<file path="src/rtl/frp_pkg.sv">
// ----------------------------------------------------------------------------
// frp_pkg: shared types for the fasta record parser
// Parse phases, result kinds, error codes, configuration and result records.
// ----------------------------------------------------------------------------
package frp_pkg;

	localparam int unsigned DEF_W = 10;
	localparam int unsigned SEQ_W = 24;
	localparam int unsigned IDL_W = 7;

	localparam logic [DEF_W-1:0] MAX_DEF_RESET = DEF_W'(255);
	localparam logic [SEQ_W-1:0] MAX_SEQ_RESET = '1;

	// ascii codes the parser looks for
	localparam logic [7:0] CH_HEADER  = 8'h3E; // '>'
	localparam logic [7:0] CH_NEWLINE = 8'h0A; // '\n'
	localparam logic [7:0] CH_SPACE   = 8'h20;
	localparam logic [7:0] CH_TAB     = 8'h09;
	localparam logic [7:0] CH_CR      = 8'h0D;
	localparam logic [7:0] CH_LOW_U   = 8'h75; // 'u'
	localparam logic [7:0] CH_LOW_T   = 8'h74; // 't'
	localparam logic [7:0] CH_UP_A    = 8'h41;
	localparam logic [7:0] CH_UP_Z    = 8'h5A;
	localparam logic [7:0] CH_LOW_A   = 8'h61;
	localparam logic [7:0] CH_LOW_Z   = 8'h7A;
	localparam logic [7:0] CASE_BIT   = 8'h20;

	typedef enum logic [2:0] {
		PH_HEADER   = 3'd0,
		PH_SKIP_ID  = 3'd1,
		PH_ID       = 3'd2,
		PH_SKIP_DEF = 3'd3,
		PH_DEF      = 3'd4,
		PH_SEQ      = 3'd5
	} phase_t;

	typedef enum logic [2:0] {
		K_ID_CHAR  = 3'd0,
		K_DEF_CHAR = 3'd1,
		K_SEQ_BASE = 3'd2,
		K_DONE     = 3'd3,
		K_ERROR    = 3'd4,
		K_END      = 3'd5
	} kind_t;

	typedef enum logic [2:0] {
		E_NONE       = 3'd0,
		E_NO_HEADER  = 3'd1,
		E_UNNAMED    = 3'd2,
		E_ID_NO_SEQ  = 3'd3,
		E_DEF_NO_SEQ = 3'd4
	} err_t;

	typedef struct packed {
		logic [DEF_W-1:0] max_def;
		logic [SEQ_W-1:0] max_seq;
	} frp_cfg_t;

	typedef struct packed {
		kind_t            kind;
		logic [7:0]       char_value;
		err_t             error_code;
		logic [IDL_W-1:0] id_length;
		logic [DEF_W-1:0] def_length;
		logic [SEQ_W-1:0] seq_length;
		logic             id_truncated;
		logic             def_truncated;
		logic             seq_truncated;
	} frp_result_t;

endpackage

</file>
<file path="src/rtl/frp_if.sv">
// ----------------------------------------------------------------------------
// frp_if: valid/ready channels of the fasta record parser
// Byte channel into the parser and result channel out of it.
// ----------------------------------------------------------------------------
interface frp_byte_if;
	logic       valid;
	logic       ready;
	logic [7:0] byte_in;
	logic       end_of_file;

	modport source (output valid, byte_in, end_of_file, input ready);
	modport sink   (input valid, byte_in, end_of_file, output ready);
endinterface

interface frp_result_if;
	logic                            valid;
	logic                            ready;
	frp_pkg::kind_t                  kind;
	logic [7:0]                      char_value;
	frp_pkg::err_t                   error_code;
	logic [frp_pkg::IDL_W-1:0]       id_length;
	logic [frp_pkg::DEF_W-1:0]       def_length;
	logic [frp_pkg::SEQ_W-1:0]       seq_length;
	logic                            id_truncated;
	logic                            def_truncated;
	logic                            seq_truncated;

	modport source (output valid, kind, char_value, error_code, id_length, def_length,
		seq_length, id_truncated, def_truncated, seq_truncated, input ready);
	modport sink   (input valid, kind, char_value, error_code, id_length, def_length,
		seq_length, id_truncated, def_truncated, seq_truncated, output ready);
endinterface

</file>
<file path="src/rtl/frp_cfg_regs.sv">
// ----------------------------------------------------------------------------
// frp_cfg_regs: apb register file of the fasta record parser
// Holds the definition and sequence length limits, write and readback.
// ----------------------------------------------------------------------------
module frp_cfg_regs #(
	parameter int unsigned LEN_BITS = 24
) (
	input  logic              clk,
	input  logic              arst_n,
	input  logic              psel,
	input  logic              penable,
	input  logic              pwrite,
	input  logic [2:0]        paddr,
	input  logic [31:0]       pwdata,
	output logic [31:0]       prdata,
	output logic              pready,
	output frp_pkg::frp_cfg_t cfg
);

	localparam logic REG_MAX_DEF = 1'b0;
	localparam logic REG_MAX_SEQ = 1'b1;

	// sequence limit keeps only LEN_BITS bits
	localparam logic [frp_pkg::SEQ_W-1:0] SEQ_MASK =
		frp_pkg::SEQ_W'((64'd1 << LEN_BITS) - 64'd1);

	frp_pkg::frp_cfg_t cfg_q;
	logic              wr_en;

	assign pready = 1'b1;
	assign wr_en  = psel & penable & pwrite;
	assign cfg    = cfg_q;

	always_ff @(posedge clk or negedge arst_n) begin
		if (!arst_n) begin
			cfg_q.max_def <= frp_pkg::MAX_DEF_RESET;
			cfg_q.max_seq <= frp_pkg::MAX_SEQ_RESET;
		end else if (wr_en) begin
			unique case (paddr[2])
				REG_MAX_DEF: cfg_q.max_def <= pwdata[frp_pkg::DEF_W-1:0];
				REG_MAX_SEQ: cfg_q.max_seq <= pwdata[frp_pkg::SEQ_W-1:0] & SEQ_MASK;
				default:     cfg_q <= cfg_q;
			endcase
		end
	end

	always_comb begin
		unique case (paddr[2])
			REG_MAX_DEF: prdata = 32'(cfg_q.max_def);
			REG_MAX_SEQ: prdata = 32'(cfg_q.max_seq);
			default:     prdata = '0;
		endcase
	end

endmodule

</file>
<file path="src/rtl/fasta_record_parser.sv">
// ----------------------------------------------------------------------------
// fasta_record_parser: byte-serial fasta record parser
// Splits a text stream into identifier, definition and sequence characters
// and closes each record with a status beat carrying lengths and flags.
// ----------------------------------------------------------------------------
// a byte beat is taken into the byte register and its result beat into the result register
// throughput: one byte per cycle while the result channel takes its beats; the parse
//   state update is a combinational step between the byte register and the result register
// bytes that cause no result (blanks, dropped characters) leave no bubble
// reset: parser expects a '>' header, counts and flags clear, limits go to
//   255 definition and 16777215 sequence characters
// ----------------------------------------------------------------------------
module fasta_record_parser #(
	parameter int unsigned ID_MAX_CHARS = 64,
	parameter int unsigned LEN_BITS     = 24
) (
	input  logic                clk,
	input  logic                arst_n,
	// byte beats in, result beats out
	frp_byte_if.sink            stream,
	frp_result_if.source        result,
	// configuration port
	input  logic                psel,
	input  logic                penable,
	input  logic                pwrite,
	input  logic [2:0]          paddr,
	input  logic [31:0]         pwdata,
	output logic [31:0]         prdata,
	output logic                pready
);

	// identifier counter must reach ID_MAX_CHARS itself
	localparam int unsigned ID_W     = $clog2(ID_MAX_CHARS + 1);
	localparam int unsigned ID_EXT_W = (ID_W > frp_pkg::IDL_W) ? ID_W : frp_pkg::IDL_W;
	localparam logic [ID_W-1:0] ID_LIMIT = ID_W'(ID_MAX_CHARS);

	frp_pkg::frp_cfg_t cfg;

	frp_cfg_regs #(
		.LEN_BITS (LEN_BITS)
	) u_cfg (
		.clk     (clk),
		.arst_n  (arst_n),
		.psel    (psel),
		.penable (penable),
		.pwrite  (pwrite),
		.paddr   (paddr),
		.pwdata  (pwdata),
		.prdata  (prdata),
		.pready  (pready),
		.cfg     (cfg)
	);

	// ---------------------------------------------------------------- byte register
	logic       valid_s1;
	logic [7:0] byte_s1;
	logic       eof_s1;

	// result register
	logic                 res_valid_q;
	frp_pkg::frp_result_t res_q;

	// parser state
	frp_pkg::phase_t        phase_q, phase_d;
	logic [ID_W-1:0]        id_cnt_q, id_cnt_d;
	logic [frp_pkg::DEF_W-1:0] def_cnt_q, def_cnt_d;
	logic [frp_pkg::SEQ_W-1:0] seq_cnt_q, seq_cnt_d;
	logic                   id_trunc_q, id_trunc_d;
	logic                   def_trunc_q, def_trunc_d;
	logic                   seq_trunc_q, seq_trunc_d;

	logic                 out_free;   // result register can take a new beat
	logic                 step_en;    // byte register is consumed this cycle
	logic                 emit;
	frp_pkg::frp_result_t res_d;

	assign out_free     = !res_valid_q || result.ready;
	assign step_en      = valid_s1 && out_free;
	assign stream.ready = !valid_s1 || out_free;

	always_ff @(posedge clk or negedge arst_n) begin
		if (!arst_n) begin
			valid_s1 <= 1'b0;
		end else if (stream.ready) begin
			valid_s1 <= stream.valid;
		end
	end

	always_ff @(posedge clk) begin
		if (stream.ready && stream.valid) begin
			byte_s1 <= stream.byte_in;
			eof_s1  <= stream.end_of_file;
		end
	end

	// ---------------------------------------------------------------- classification
	logic is_ws, is_blank, is_upper, is_letter;
	logic [7:0] base_lc;
	logic [ID_EXT_W-1:0] id_ext;

	assign is_ws     = (byte_s1 == frp_pkg::CH_SPACE) ||
		((byte_s1 >= frp_pkg::CH_TAB) && (byte_s1 <= frp_pkg::CH_CR));
	assign is_blank  = is_ws && (byte_s1 != frp_pkg::CH_NEWLINE);
	assign is_upper  = (byte_s1 >= frp_pkg::CH_UP_A) && (byte_s1 <= frp_pkg::CH_UP_Z);
	assign is_letter = is_upper ||
		((byte_s1 >= frp_pkg::CH_LOW_A) && (byte_s1 <= frp_pkg::CH_LOW_Z));
	// lowercase by setting the case bit, then rna 'u' reads as 't'
	assign base_lc   = ((byte_s1 | frp_pkg::CASE_BIT) == frp_pkg::CH_LOW_U) ?
		frp_pkg::CH_LOW_T : (byte_s1 | frp_pkg::CASE_BIT);
	assign id_ext    = ID_EXT_W'(id_cnt_q);

	// ---------------------------------------------------------------- parse step
	always_comb begin
		phase_d     = phase_q;
		id_cnt_d    = id_cnt_q;
		def_cnt_d   = def_cnt_q;
		seq_cnt_d   = seq_cnt_q;
		id_trunc_d  = id_trunc_q;
		def_trunc_d = def_trunc_q;
		seq_trunc_d = seq_trunc_q;
		emit        = 1'b0;
		res_d       = '0;
		res_d.kind       = frp_pkg::K_ID_CHAR;
		res_d.error_code = frp_pkg::E_NONE;

		unique case (phase_q)
			frp_pkg::PH_HEADER: begin
				if (eof_s1) begin
					emit       = 1'b1;
					res_d.kind = frp_pkg::K_END;
				end else if (byte_s1 == frp_pkg::CH_HEADER) begin
					// open a new record
					phase_d     = frp_pkg::PH_SKIP_ID;
					id_cnt_d    = '0;
					def_cnt_d   = '0;
					seq_cnt_d   = '0;
					id_trunc_d  = 1'b0;
					def_trunc_d = 1'b0;
					seq_trunc_d = 1'b0;
				end else begin
					emit             = 1'b1;
					res_d.kind       = frp_pkg::K_ERROR;
					res_d.error_code = frp_pkg::E_NO_HEADER;
				end
			end

			frp_pkg::PH_SKIP_ID, frp_pkg::PH_ID: begin
				priority if (eof_s1) begin
					phase_d          = frp_pkg::PH_HEADER;
					emit             = 1'b1;
					res_d.kind       = frp_pkg::K_ERROR;
					res_d.error_code = (phase_q == frp_pkg::PH_ID) ?
						frp_pkg::E_ID_NO_SEQ : frp_pkg::E_UNNAMED;
				end else if (byte_s1 == frp_pkg::CH_NEWLINE) begin
					// newline before any identifier character names nothing
					if (phase_q == frp_pkg::PH_ID) begin
						phase_d = frp_pkg::PH_SEQ;
					end else begin
						phase_d          = frp_pkg::PH_HEADER;
						emit             = 1'b1;
						res_d.kind       = frp_pkg::K_ERROR;
						res_d.error_code = frp_pkg::E_UNNAMED;
					end
				end else if (is_ws) begin
					if (phase_q == frp_pkg::PH_ID) begin
						phase_d = frp_pkg::PH_SKIP_DEF;
					end
				end else begin
					phase_d = frp_pkg::PH_ID;
					if (id_cnt_q < ID_LIMIT) begin
						id_cnt_d         = ID_W'(id_cnt_q + 1'b1);
						emit             = 1'b1;
						res_d.kind       = frp_pkg::K_ID_CHAR;
						res_d.char_value = byte_s1;
					end else begin
						id_trunc_d = 1'b1;
					end
				end
			end

			frp_pkg::PH_SKIP_DEF, frp_pkg::PH_DEF: begin
				priority if (eof_s1) begin
					phase_d          = frp_pkg::PH_HEADER;
					emit             = 1'b1;
					res_d.kind       = frp_pkg::K_ERROR;
					res_d.error_code = frp_pkg::E_DEF_NO_SEQ;
				end else if (byte_s1 == frp_pkg::CH_NEWLINE) begin
					phase_d = frp_pkg::PH_SEQ;
				end else if (is_blank && (phase_q == frp_pkg::PH_SKIP_DEF)) begin
					phase_d = phase_q;
				end else begin
					// blanks inside the definition are kept
					phase_d = frp_pkg::PH_DEF;
					if (def_cnt_q < cfg.max_def) begin
						def_cnt_d        = frp_pkg::DEF_W'(def_cnt_q + 1'b1);
						emit             = 1'b1;
						res_d.kind       = frp_pkg::K_DEF_CHAR;
						res_d.char_value = byte_s1;
					end else begin
						def_trunc_d = 1'b1;
					end
				end
			end

			frp_pkg::PH_SEQ: begin
				priority if (eof_s1 || (byte_s1 == frp_pkg::CH_HEADER)) begin
					// close the record with the counts it had so far
					emit                = 1'b1;
					res_d.kind          = frp_pkg::K_DONE;
					res_d.id_length     = id_ext[frp_pkg::IDL_W-1:0];
					res_d.def_length    = def_cnt_q;
					res_d.seq_length    = seq_cnt_q;
					res_d.id_truncated  = id_trunc_q;
					res_d.def_truncated = def_trunc_q;
					res_d.seq_truncated = seq_trunc_q;
					if (eof_s1) begin
						phase_d = frp_pkg::PH_HEADER;
					end else begin
						// the '>' opens the next record at once
						phase_d     = frp_pkg::PH_SKIP_ID;
						id_cnt_d    = '0;
						def_cnt_d   = '0;
						seq_cnt_d   = '0;
						id_trunc_d  = 1'b0;
						def_trunc_d = 1'b0;
						seq_trunc_d = 1'b0;
					end
				end else if (!is_letter) begin
					phase_d = phase_q;
				end else if (seq_cnt_q >= cfg.max_seq) begin
					seq_trunc_d = 1'b1;
				end else begin
					seq_cnt_d        = frp_pkg::SEQ_W'(seq_cnt_q + 1'b1);
					emit             = 1'b1;
					res_d.kind       = frp_pkg::K_SEQ_BASE;
					res_d.char_value = base_lc;
				end
			end

			default: begin
				phase_d = frp_pkg::PH_HEADER;
			end
		endcase
	end

	// ---------------------------------------------------------------- state register
	always_ff @(posedge clk or negedge arst_n) begin
		if (!arst_n) begin
			phase_q     <= frp_pkg::PH_HEADER;
			id_cnt_q    <= '0;
			def_cnt_q   <= '0;
			seq_cnt_q   <= '0;
			id_trunc_q  <= 1'b0;
			def_trunc_q <= 1'b0;
			seq_trunc_q <= 1'b0;
		end else if (step_en) begin
			phase_q     <= phase_d;
			id_cnt_q    <= id_cnt_d;
			def_cnt_q   <= def_cnt_d;
			seq_cnt_q   <= seq_cnt_d;
			id_trunc_q  <= id_trunc_d;
			def_trunc_q <= def_trunc_d;
			seq_trunc_q <= seq_trunc_d;
		end
	end

	// ---------------------------------------------------------------- result register
	always_ff @(posedge clk or negedge arst_n) begin
		if (!arst_n) begin
			res_valid_q <= 1'b0;
		end else if (out_free) begin
			res_valid_q <= step_en && emit;
		end
	end

	always_ff @(posedge clk) begin
		if (step_en && emit) begin
			res_q <= res_d;
		end
	end

	assign result.valid         = res_valid_q;
	assign result.kind          = res_q.kind;
	assign result.char_value    = res_q.char_value;
	assign result.error_code    = res_q.error_code;
	assign result.id_length     = res_q.id_length;
	assign result.def_length    = res_q.def_length;
	assign result.seq_length    = res_q.seq_length;
	assign result.id_truncated  = res_q.id_truncated;
	assign result.def_truncated = res_q.def_truncated;
	assign result.seq_truncated = res_q.seq_truncated;

	// ---------------------------------------------------------------- assertions
	// identifier count never passes its bound
	a_id_bound: assert property (@(posedge clk) disable iff (!arst_n)
		id_cnt_q <= ID_LIMIT)
		else $error("identifier count beyond bound");

	// input stalls only when both the byte and result registers are full
	a_stall: assert property (@(posedge clk) disable iff (!arst_n)
		!stream.ready |-> (valid_s1 && res_valid_q))
		else $error("byte channel stalled with room to spare");

	// an error beat carries a code, every other beat carries none
	a_err_code: assert property (@(posedge clk) disable iff (!arst_n)
		res_valid_q |-> ((res_q.kind == frp_pkg::K_ERROR) ==
			(res_q.error_code != frp_pkg::E_NONE)))
		else $error("error code does not match beat kind");

	// end of file while waiting for a header answers with an input-ended beat
	a_eof_end: assert property (@(posedge clk) disable iff (!arst_n)
		(step_en && eof_s1 && (phase_q == frp_pkg::PH_HEADER)) |=>
			(res_valid_q && (res_q.kind == frp_pkg::K_END)))
		else $error("end of file at header gave no input-ended beat");

endmodule

</file>
<file path="src/flat_wrapper.sv">
// flat-port wrapper written by rule: the top's interface ports become plain ports
module fasta_record_parser_flat 
#(
	parameter int unsigned ID_MAX_CHARS = 64,
	parameter int unsigned LEN_BITS     = 24
)
  (clk, arst_n, psel, penable, pwrite, paddr, pwdata, prdata, pready, stream_valid, stream_byte_in, stream_end_of_file, stream_ready, result_valid, result_kind, result_char_value, result_error_code, result_id_length, result_def_length, result_seq_length, result_id_truncated, result_def_truncated, result_seq_truncated, result_ready);
  frp_byte_if stream_i ();
  frp_result_if result_i ();
  input  logic clk;
  input  logic arst_n;
  input  logic psel;
  input  logic penable;
  input  logic pwrite;
  input  logic [2:0] paddr;
  input  logic [31:0] pwdata;
  output logic [31:0] prdata;
  output logic pready;
  input wire logic [$bits(stream_i.valid)-1:0] stream_valid;
  input wire logic [$bits(stream_i.byte_in)-1:0] stream_byte_in;
  input wire logic [$bits(stream_i.end_of_file)-1:0] stream_end_of_file;
  output wire logic [$bits(stream_i.ready)-1:0] stream_ready;
  output wire logic [$bits(result_i.valid)-1:0] result_valid;
  output wire logic [$bits(result_i.kind)-1:0] result_kind;
  output wire logic [$bits(result_i.char_value)-1:0] result_char_value;
  output wire logic [$bits(result_i.error_code)-1:0] result_error_code;
  output wire logic [$bits(result_i.id_length)-1:0] result_id_length;
  output wire logic [$bits(result_i.def_length)-1:0] result_def_length;
  output wire logic [$bits(result_i.seq_length)-1:0] result_seq_length;
  output wire logic [$bits(result_i.id_truncated)-1:0] result_id_truncated;
  output wire logic [$bits(result_i.def_truncated)-1:0] result_def_truncated;
  output wire logic [$bits(result_i.seq_truncated)-1:0] result_seq_truncated;
  input wire logic [$bits(result_i.ready)-1:0] result_ready;
  assign stream_i.valid = stream_valid;
  assign stream_i.byte_in = stream_byte_in;
  assign stream_i.end_of_file = stream_end_of_file;
  assign stream_ready = stream_i.ready;
  assign result_valid = result_i.valid;
  assign result_kind = result_i.kind;
  assign result_char_value = result_i.char_value;
  assign result_error_code = result_i.error_code;
  assign result_id_length = result_i.id_length;
  assign result_def_length = result_i.def_length;
  assign result_seq_length = result_i.seq_length;
  assign result_id_truncated = result_i.id_truncated;
  assign result_def_truncated = result_i.def_truncated;
  assign result_seq_truncated = result_i.seq_truncated;
  assign result_i.ready = result_ready;
  fasta_record_parser #(.ID_MAX_CHARS(ID_MAX_CHARS), .LEN_BITS(LEN_BITS)) u_core (.clk(clk), .arst_n(arst_n), .stream(stream_i), .result(result_i), .psel(psel), .penable(penable), .pwrite(pwrite), .paddr(paddr), .pwdata(pwdata), .prdata(prdata), .pready(pready));
endmodule
</file>
<file path="config.mk">
export PLATFORM = sky130hd
export DESIGN_NAME = fasta_record_parser_flat
export DESIGN_NICKNAME = d
export VERILOG_FILES = /design/src/rtl/frp_pkg.sv /design/src/rtl/frp_if.sv /design/src/rtl/frp_cfg_regs.sv /design/src/rtl/fasta_record_parser.sv /design/src/flat_wrapper.sv
export SDC_FILE = /design/constraint.sdc
export NUM_CORES = 1
export LEC_CHECK = 0
export ABC_AREA = 0
export BUFFER_PORTS_ARGS = -buffer_cell sky130_fd_sc_hd__buf_4
export CORE_AREA = 2 2 128 130
export CTS_CLUSTER_SIZE = 30
export DETAILED_ROUTE_END_ITERATION = 10
export DIE_AREA = 0 0 130 132
export PLACE_DENSITY_LB_ADDON = 0.12
export SLEW_MARGIN = 20
export SYNTH_ARGS = -nofsm -noshare
export SYNTH_HDL_FRONTEND = slang
export SYNTH_SLANG_ARGS = --single-unit
</file>
<file path="constraint.sdc">
create_clock -name clk -period 6.2 [get_ports clk]
set_clock_uncertainty 0.1 [all_clocks]
set_input_delay 1.86 -clock clk [delete_from_list [all_inputs] [get_ports clk]]
set_output_delay 1.86 -clock clk [all_outputs]
set_load 0.01 [all_outputs]
</file>
## Yosys cells after proc, flatten, opt, wreduce, memory -nomap -nowiden

Cells that the tools add are included.
Widths: inputs -> output; s select.

| storage, ports and cells | value |
|---|---|
| flip-flop bits (word level) | 150 |
| input port bits | 51 |
| output and inout port bits | 93 |
| word-level logic and storage cells | 199 |

| operators by class | value |
|---|---|
| add/sub/neg operators | 3 |
| order comparisons | 9 |
| equality and inequality tests | 30 |
| muxes and demuxes | 101 |
| bitwise gates (word level) | 3 |
| reductions and logical operators | 31 |

Operators by type and width:

| cell | count |
|---|---|
| $mux 24 | 6 |
| $mux 10 | 10 |
| $pmux 32 s2 | 1 |
| $mux 3 | 21 |
| $mux 7 | 8 |
| $mux 8 | 7 |
| $pmux 24 s2 | 1 |
| $reduce_and 10->1 | 4 |
| $mux 1 | 32 |
| $pmux 10 s3 | 1 |
| $add 24x1->24 const B | 1 |
| $ge 24x24->1 | 1 |
| $pmux 3 s4 | 2 |
| $pmux 8 s3 | 1 |
| $pmux 7 s3 | 1 |
| $ne 2x2->1 const B | 10 |
| $mux 9 | 2 |
| $eq 8x6->1 const B | 2 |
| $ge 8x7->1 const B | 2 |
| $le 8x7->1 const B | 2 |
| $reduce_and 7->1 | 2 |
| $mux 11 | 1 |
| $add 10x1->10 const B | 1 |
| $lt 10x10->1 | 1 |
| 32 further kinds | 57 |

## Logic depth before layout (Yosys ltp)

Gate-level depths: netlist (run 1).

| logic depth | value |
|---|---|
| word-level depth | 10 |
| gate-level depth with buffers | 10 |

## By module

Synthesis (run 1) repeated with hierarchy kept, for this count alone.

| unflattened totals | value |
|---|---|
| cell total of the unflattened synthesis | 742 |
| area total of the unflattened synthesis | 8,220.4 sq um |

By module, submodules not included:

| module | instances | cells an instance | area each (sq um) | sequential area each (sq um) |
|---|---|---|---|---|
| fasta_record_parser | 1 | 631 | 6,475.0 | 3,238.1 |
| frp_cfg_regs | 1 | 111 | 1,745.4 | 890.9 |

## Least setup slack after synthesis (run 1)

Ideal clock, no wire load.

| path | value |
|---|---|
| path type | input port to flip-flop |
| start point | in result_ready |
| end point | reg u_core.res_q, in the netlist u_core.result.char_value[0], enable pin |
| setup time | 0.563 ns |
| arrival time | 6.547 ns |
| data required time | 5.537 ns |
| setup slack | -1.009 ns |
| stages | 4 |
| buffers on the path | 1 |
| path through | nand2b_1 > and2_1 > clkbuf_1 > a21boi_0 |

| between the ends | value |
|---|---|
| word-level cells in the longest chain between the ends | 3 |

Ends and longest elaborated chain:

| element | RTL line | text |
|---|---|---|
| from (decl) | flat_wrapper.sv:33 | `input wire logic [$bits(result_i.ready)-1:0] result_ready;` |
| $logic_or 1x1->1 | fasta_record_parser.sv:77 | `assign out_free = !res_valid_q \|\| result.ready;` |
| $logic_and 1x1->1 | fasta_record_parser.sv:78 | `assign step_en = valid_s1 && out_free;` |
| $logic_and 1x1->1 | fasta_record_parser.sv:277 | `if (step_en && emit) begin` |
| to (signal assigned) | fasta_record_parser.sv:278 | `res_q <= res_d;` |
| to (decl) | fasta_record_parser.sv:61 | `frp_pkg::frp_result_t res_q;` |

Every way passes these cells.
A chain may end at the register's enable or synchronous reset.

## Worst setup path after layout (run 1)

| path | value |
|---|---|
| start point | in paddr[2] |
| end point | out prdata[0] |

| between the ends | value |
|---|---|
| word-level cells in the longest chain between the ends | 2 |

Ends and longest elaborated chain:

| element | RTL line | text |
|---|---|---|
| from (decl) | flat_wrapper.sv:15 | `input logic [2:0] paddr;` |
| $not 1->1 (no source line) | - |  |
| $pmux 32 s2 * | frp_cfg_regs.sv:48 | `unique case (paddr[2])` |
| to (decl) | flat_wrapper.sv:17 | `output logic [31:0] prdata;` |

Mark *: on every way between the ends. The rest lies on a longest branch, timed or not. The select of a mux whose other input is x is not followed.

==> results.py, run 1 <==
metrics = {
    "routing": {
        "drt-initial-drc-count": 480,
        "via_count": 6118,
        "firstDrtPassIters": 5,
        "wl_per_cell_um": 17.3,
        "antenna_left": 0,
        "wl_um": 18800,
        "drc": 0,
        "vias_per_cell": 5.61,
    },
    "synthesis": {
        "synth_edf_count": 67,
        "syn_avg_cell_area_um2": 10.5,
        "synth_flop_cell": "edfxtp_1",
        "synth_seq_area_share": 0.526,
        "post_synth_inst_count": 749,
        "ys_ff_latch": 150,
        "ys_types": 66,
        "async_flop_share": 0.553,
        "yosys_warnings": 0,
        "netlist_area_um2": 7850,
    },
    "setup_path": {
        "critPathMaxFanout": 35,
        "crit_chain": "buf_4 > mux2_2 > buf_4",
        "critPathCaptureType": "primary output",
        "critical_path.most_common_cell": "buf_4",
        "worstSetupStartpointType": "input port",
        "rrSetupSlack_ns": 2.33,
        "worstSetupPathType": "input port to primary output",
        "required_ns": 4.24,
        "cp_slowest_stage_delay_ns": 0.38,
        "slowest_stage": "mux2_2",
        "crit_arrival_ns": 2.65,
    },
    "floorplan": {
        "die_x_um": 130,
        "die_y_um": 132,
        "start_util": 0.500,
        "rows": 46,
        "placeableCoreArea_um2": 15700,
        "die-area_um2": 17200,
        "io_pins": 144,
    },
    "cells_and_area": {
        "multi_input_comb_area_um2": 3390,
        "mostFrequentLayoutCells": "buf_4 (130), edfxtp_1 (67), nand2_1 (55)",
        "drive_gt1_frac": 0.280,
        "synthToLayoutAreaGrowth_pct": 20.8,
        "fillers": 1345,
        "seq_area_um2": 4130,
        "antenna_cells": 0,
        "fin_nets": 949,
        "layout_commonest_cell": "buf_4",
    },
    "global_routing": {
        "grt_use_total": 0.227,
        "grt_pass1_wl_um": 30700,
        "grt_overflow_total": 0,
        "grt_max_degree": 56,
        "antenna_found_initial": 0,
        "grt_pass1_vias": 5972,
    },
    "cts": {
        "path_clk_slew_ns": 0.06,
        "postCtsSetupBuffers": 0,
        "cts_hold_buf": 0,
        "cts_htree_levels": 4,
        "clock_tree.root_cell": "clkbuf_16",
        "insertion_delay_ns": 0.42,
        "clock-sinks": 150,
        "ctsResizeCount": 0,
        "clk_path_buf_depth": 2,
        "cts_buffers": 17,
        "cts_tree": "built",
    },
    "timing": {
        "max_slew_margin": 0.396,
        "tns_ns": 0,
        "min_period_over_period": 0.743,
        "tightest_slew_ns": 0.895,
        "rsz0062_at_grt": "false",
        "hold_viol_final": 0,
        "drv_slew": 0,
        "max_freq_mhz": 217,
        "setup_slack_ns": 1.59,
        "min_period_ns": 4.61,
        "setup-violations-final": 0,
    },
    "power": {
        "p_per_area_nw_per_um2": 357,
        "max-vdd-ir-drop_uv": 181,
        "leakagePower_nw": 4.15,
    },
    "min_path": {
        "hold_path.class": "flip-flop to flip-flop",
    },
    "placement": {
        "place_congestion": 0.885,
        "dp_hpwl_um": 13800,
        "io_buffers": 124,
        "preCtsSetupSlack_ns": 1.60,
    },
    "flow_run": {
        "drv_cap": 0,
    },
    "outcome": {
        "status": "completed",
    },
}
[kinds of logic after synthesis]
logic type | count (synthesis) | synth area share
fa+ha+maj | 36 | 0.0574
compound gates | 136 | 0.106
other cells | 2 | 0.000956
buf+inv | 92 | 0.0486
flops | 150 | 0.526
xor+xnor | 9 | 0.0100
simple gates | 287 | 0.198
mux | 37 | 0.0531
[layout make-up]
class / instances / share of cell area
Multi-Input combinational cell: 514 / 0.357
Inverter: 49 / 0.0194
Clock buffer: 20 / 0.0493
Sequential cell: 150 / 0.435
Tap cell: 216 / 0.0285
Clock inverter: 12 / 0.00765
Timing Repair Buffer: 130 / 0.103
[synthesized netlist by cell type, types with 22 or more instances]
cell,count,area [um2]
nand2_1,55,206
nand3_1,22,110
nor3_1,24,120
inv_1,49,184
a21oi_1,35,175
dfstp_2,32,841
mux2_2,37,417
edfxtp_1,67,2010
nor2_1,43,161
o21ai_0,50,250
and2_1,27,169
and3_1,38,238
clkbuf_1,32,120
dfrtp_1,51,1280
ha_1,36,450
[report_power, final]
| part | internal [mW] | total (mW) | switching (mW) |
|---|---|---|---|
| Clock | 0.543 | 0.945 | 0.401 |
| Sequential | 1.33 | 1.50 | 0.165 |
| Combinational | 0.416 | 0.947 | 0.531 |
| Total | 2.29 | 3.39 | 1.10 |
[worst paths after layout]
check                                     start  cells after the start                           to
min in group asynchronous                arst_n                      1           u_core.id_cnt_q[0]
hold / removal                u_core.id_trunc_q                      2            u_core.id_trunc_q
max in group asynchronous                arst_n                      2          u_core.def_cnt_q[1]
hold reg to reg               u_core.id_trunc_q                      2            u_core.id_trunc_q
setup / recovery                       paddr[2]                      3                    prdata[0]
setup reg to reg           u_core.u_cfg.cfg[11]                     10  u_core.result.error_code[0]
[metal layers]
metal | GRT usage | vias to the layer above | routed length [um]
met4 | 0.0723 | 0 | 312
met3 | 0.0337 | 27 | 821
li1 | - | 2929 | -
met1 | 0.319 | 2992 | 8460
met5 | 0 | - | 0
met2 | 0.362 | 170 | 9250
[registers in the layout, summed over array words and instances, names as in the netlist]
name / count
u_core.result.char_value: 8
u_core.valid_s1: 1
u_core.result.kind: 3
u_core.result.id_length: 7
u_core.seq_trunc_q: 1
u_core.phase_q: 3
u_core.eof_s1: 1
u_core.id_trunc_q: 1
u_core.def_cnt_q: 10
u_core.result.seq_length: 24
u_core.result.def_truncated: 1
u_core.byte_s1: 8
u_core.u_cfg.cfg: 34
u_core.result.id_truncated: 1
u_core.result.valid: 1
u_core.seq_cnt_q: 24
u_core.result.error_code: 3
u_core.result.seq_truncated: 1
u_core.result.def_length: 10
u_core.id_cnt_q: 7
u_core.def_trunc_q: 1
[per-stage QoR]
stage	instances	hold WS [ns]	util	total power, mW	area, um2
after floorplan	756	0.358	-	2.05	7880
after global placement	1059	0.378	0.569	2.43	8940
after detailed placement	1059	0.385	0.570	2.46	8950
after CTS	1091	0.398	0.604	3.41	9490
after global routing	1091	0.443	0.604	3.58	9490
final	1091	0.394	0.604	3.39	9490
[critical path: cells and delay by family]
family / cells / cell delay (ns)
buf+inv: 2 / 0.41
mux: 1 / 0.38
(Power assumes the default switching activity.)
==> run 2: changes to the inputs <==
clock period = 4.21 ns   (was 6.2 ns; I/O delays follow)
==> run 2 against run 1 <==
Against the previous run: design area rose by 0.69%; cell count is 0.27% higher; non-clock buffer count rose by 3; sequential share of layout area down 0.30 points; first-iteration DRC count decreased by 3.1%; count of clock-buffer cells in the layout is 1 lower; setup slack lost 0.93 ns; sequential power is 47% higher; critical path depth rose by 7; combinational power up 47%; utilization up 0.41 points; total power is 51% higher; critical endpoint is now u_core.result.seq_length[10]; largest cell class unchanged.
==> results.py, run 2 (synthesized netlist as in run 1, its figures left out) <==
metrics = {
    "cells_and_area": {
        "fillers": 1326,
        "mostFrequentLayoutCells": "buf_4 (133), edfxtp_1 (67), nand2_1 (55)",
        "synthToLayoutAreaGrowth_pct": 21.7,
        "antenna_cells": 0,
        "drive_gt1_frac": 0.279,
        "layout_commonest_cell": "buf_4",
        "fin_nets": 952,
        "largest_reg_flops": 34,
    },
    "routing": {
        "wl_per_cell_um": 17.0,
        "wl_um": 18600,
        "vias_per_cell": 5.56,
        "via_count": 6081,
        "drt-initial-drc-count": 465,
        "firstDrtPassIters": 5,
        "antenna_left": 0,
        "drc": 0,
    },
    "floorplan": {
        "rows": 46,
        "placeableCoreArea_um2": 15700,
        "start_util": 0.500,
        "io_pins": 144,
        "die_x_um": 130,
        "die-area_um2": 17200,
        "die_y_um": 132,
    },
    "placement": {
        "place_congestion": 0.875,
        "dp_hpwl_um": 13500,
        "io_buffers": 124,
    },
    "setup_path": {
        "worstSetupPathType": "flip-flop to flip-flop",
        "r2r_start": "u_core.u_cfg.cfg[11]",
        "critPathCaptureType": "flip-flop",
        "crit_arrival_ns": 3.51,
        "worstSetupStartpointType": "flip-flop",
        "rrSetupSlack_ns": 0.67,
        "rr_endpoint": "u_core.result.seq_length[10]",
        "required_ns": 4.17,
        "critPathMaxFanout": 39,
        "rr_worst_depth": 10,
    },
    "timing": {
        "rsz0062_at_grt": "false",
        "max_freq_mhz": 282,
        "min_period_over_period": 0.842,
        "tns_ns": 0,
        "tightest_slew_ns": 0.936,
        "setup-violations-final": 0,
        "hold_viol_final": 0,
        "min_period_ns": 3.54,
        "max_slew_margin": 0.376,
        "drv_slew": 0,
    },
    "outcome": {
        "status": "completed",
    },
    "cts": {
        "clock_tree.root_cell": "clkbuf_16",
        "clk_path_buf_depth": 2,
        "ctsResizeCount": 0,
        "path_clk_slew_ns": 0.06,
        "clock-sinks": 150,
        "cts_htree_levels": 4,
        "insertion_delay_ns": 0.43,
        "postCtsSetupBuffers": 0,
        "cts_hold_buf": 0,
        "cts_buffers": 17,
        "cts_tree": "built",
    },
    "power": {
        "p_per_area_nw_per_um2": 535,
        "leakagePower_nw": 4.17,
        "max-vdd-ir-drop_uv": 424,
        "design_power_total_mw": 5.11,
    },
    "flow_run": {
        "drv_cap": 0,
    },
    "global_routing": {
        "grt_pass1_wl_um": 30600,
        "antenna_found_initial": 0,
        "grt_pass1_vias": 6047,
        "grt_overflow_total": 0,
        "grt_max_degree": 73,
        "grt_use_total": 0.227,
    },
    "min_path": {
        "holdPathStages": 2,
        "hold_path.class": "flip-flop to flip-flop",
        "holdCritStartpoint": "u_core.id_trunc_q",
        "min_to": "u_core.id_trunc_q",
    },
}
run 2: cell types whose count changed in the layout (fill, tap and decap cells not counted), sizes merged:
cell,previous run,this run
bufinv,0,3
buf,130,133
clkinv,4,5
clkinvlp,2,4
clkbuf,20,19
inv,55,50
run 2: final cells by class:
cell class                      count  area [um2]  share of cell area
Multi-Input combinational cell    514        3380               0.354
Clock buffer                       19         433              0.0453
Tap cell                          216         270              0.0283
Sequential cell                   150        4130               0.432
Inverter                           49         184              0.0192
Clock inverter                     13         156              0.0164
Timing Repair Buffer              133         998               0.104
run 2: how the worst max path moves through the flow:
| stage | start | end | slack (ns) | cells past startpoint |
|---|---|---|---|---|
| 2_1_floorplan | u_core.u_cfg.cfg[15] | u_core.result.char_value[0] | 0.01 | 9 |
| 3_3_place_gp | u_core.u_cfg.cfg[11] | u_core.result.seq_length[13] | 0.78 | 10 |
| 3_5_place_dp | u_core.u_cfg.cfg[11] | u_core.result.seq_length[13] | 0.71 | 10 |
| 4_1_cts | u_core.u_cfg.cfg[11] | u_core.result.seq_length[11] | 0.70 | 10 |
| 5_1_grt | u_core.u_cfg.cfg[9] | u_core.result.seq_length[20] | 0.36 | 10 |
| 6_report | u_core.u_cfg.cfg[11] | u_core.result.seq_length[10] | 0.67 | 10 |
run 2: stage by stage:
step                      instance area (um2)  setup WS (ns)  std cells  utilization  hold WS [ns]
after floorplan                          7880         0.0140        756            -         0.358
after global placement                   8970          0.781       1062        0.571         0.377
after detailed placement                 8970          0.707       1062        0.571         0.386
after CTS                                9560          0.697       1094        0.608         0.399
after global routing                     9560          0.359       1094        0.608         0.434
final                                    9560          0.665       1094        0.608         0.394
run 2: power breakdown:
group	leakage [nW]	internal [mW]	switching, mW
registers	1.69	1.96	0.243
logic	2.20	0.619	0.772
clock network	0.277	0.927	0.589
total	4.17	3.51	1.60
run 2: layer usage:
metal	routed length, um	GRT usage	part of all wire
met1	8390	0.312	0.45
met4	249	0.0711	0.013
met2	9120	0.367	0.49
met3	832	0.0410	0.045
met5	0	0	0
run 2: critical path, stage by stage (launching register included):
cell	delay, ns
dfstp_2	0.54
inv_1	0.04
ha_1	0.28
a21oi_1	0.11
o21ai_0	0.14
a222oi_1	0.39
nand3_1	0.37
o21ai_0	0.39
nand2_1	0.18
a21boi_4	0.16
buf_4	0.43
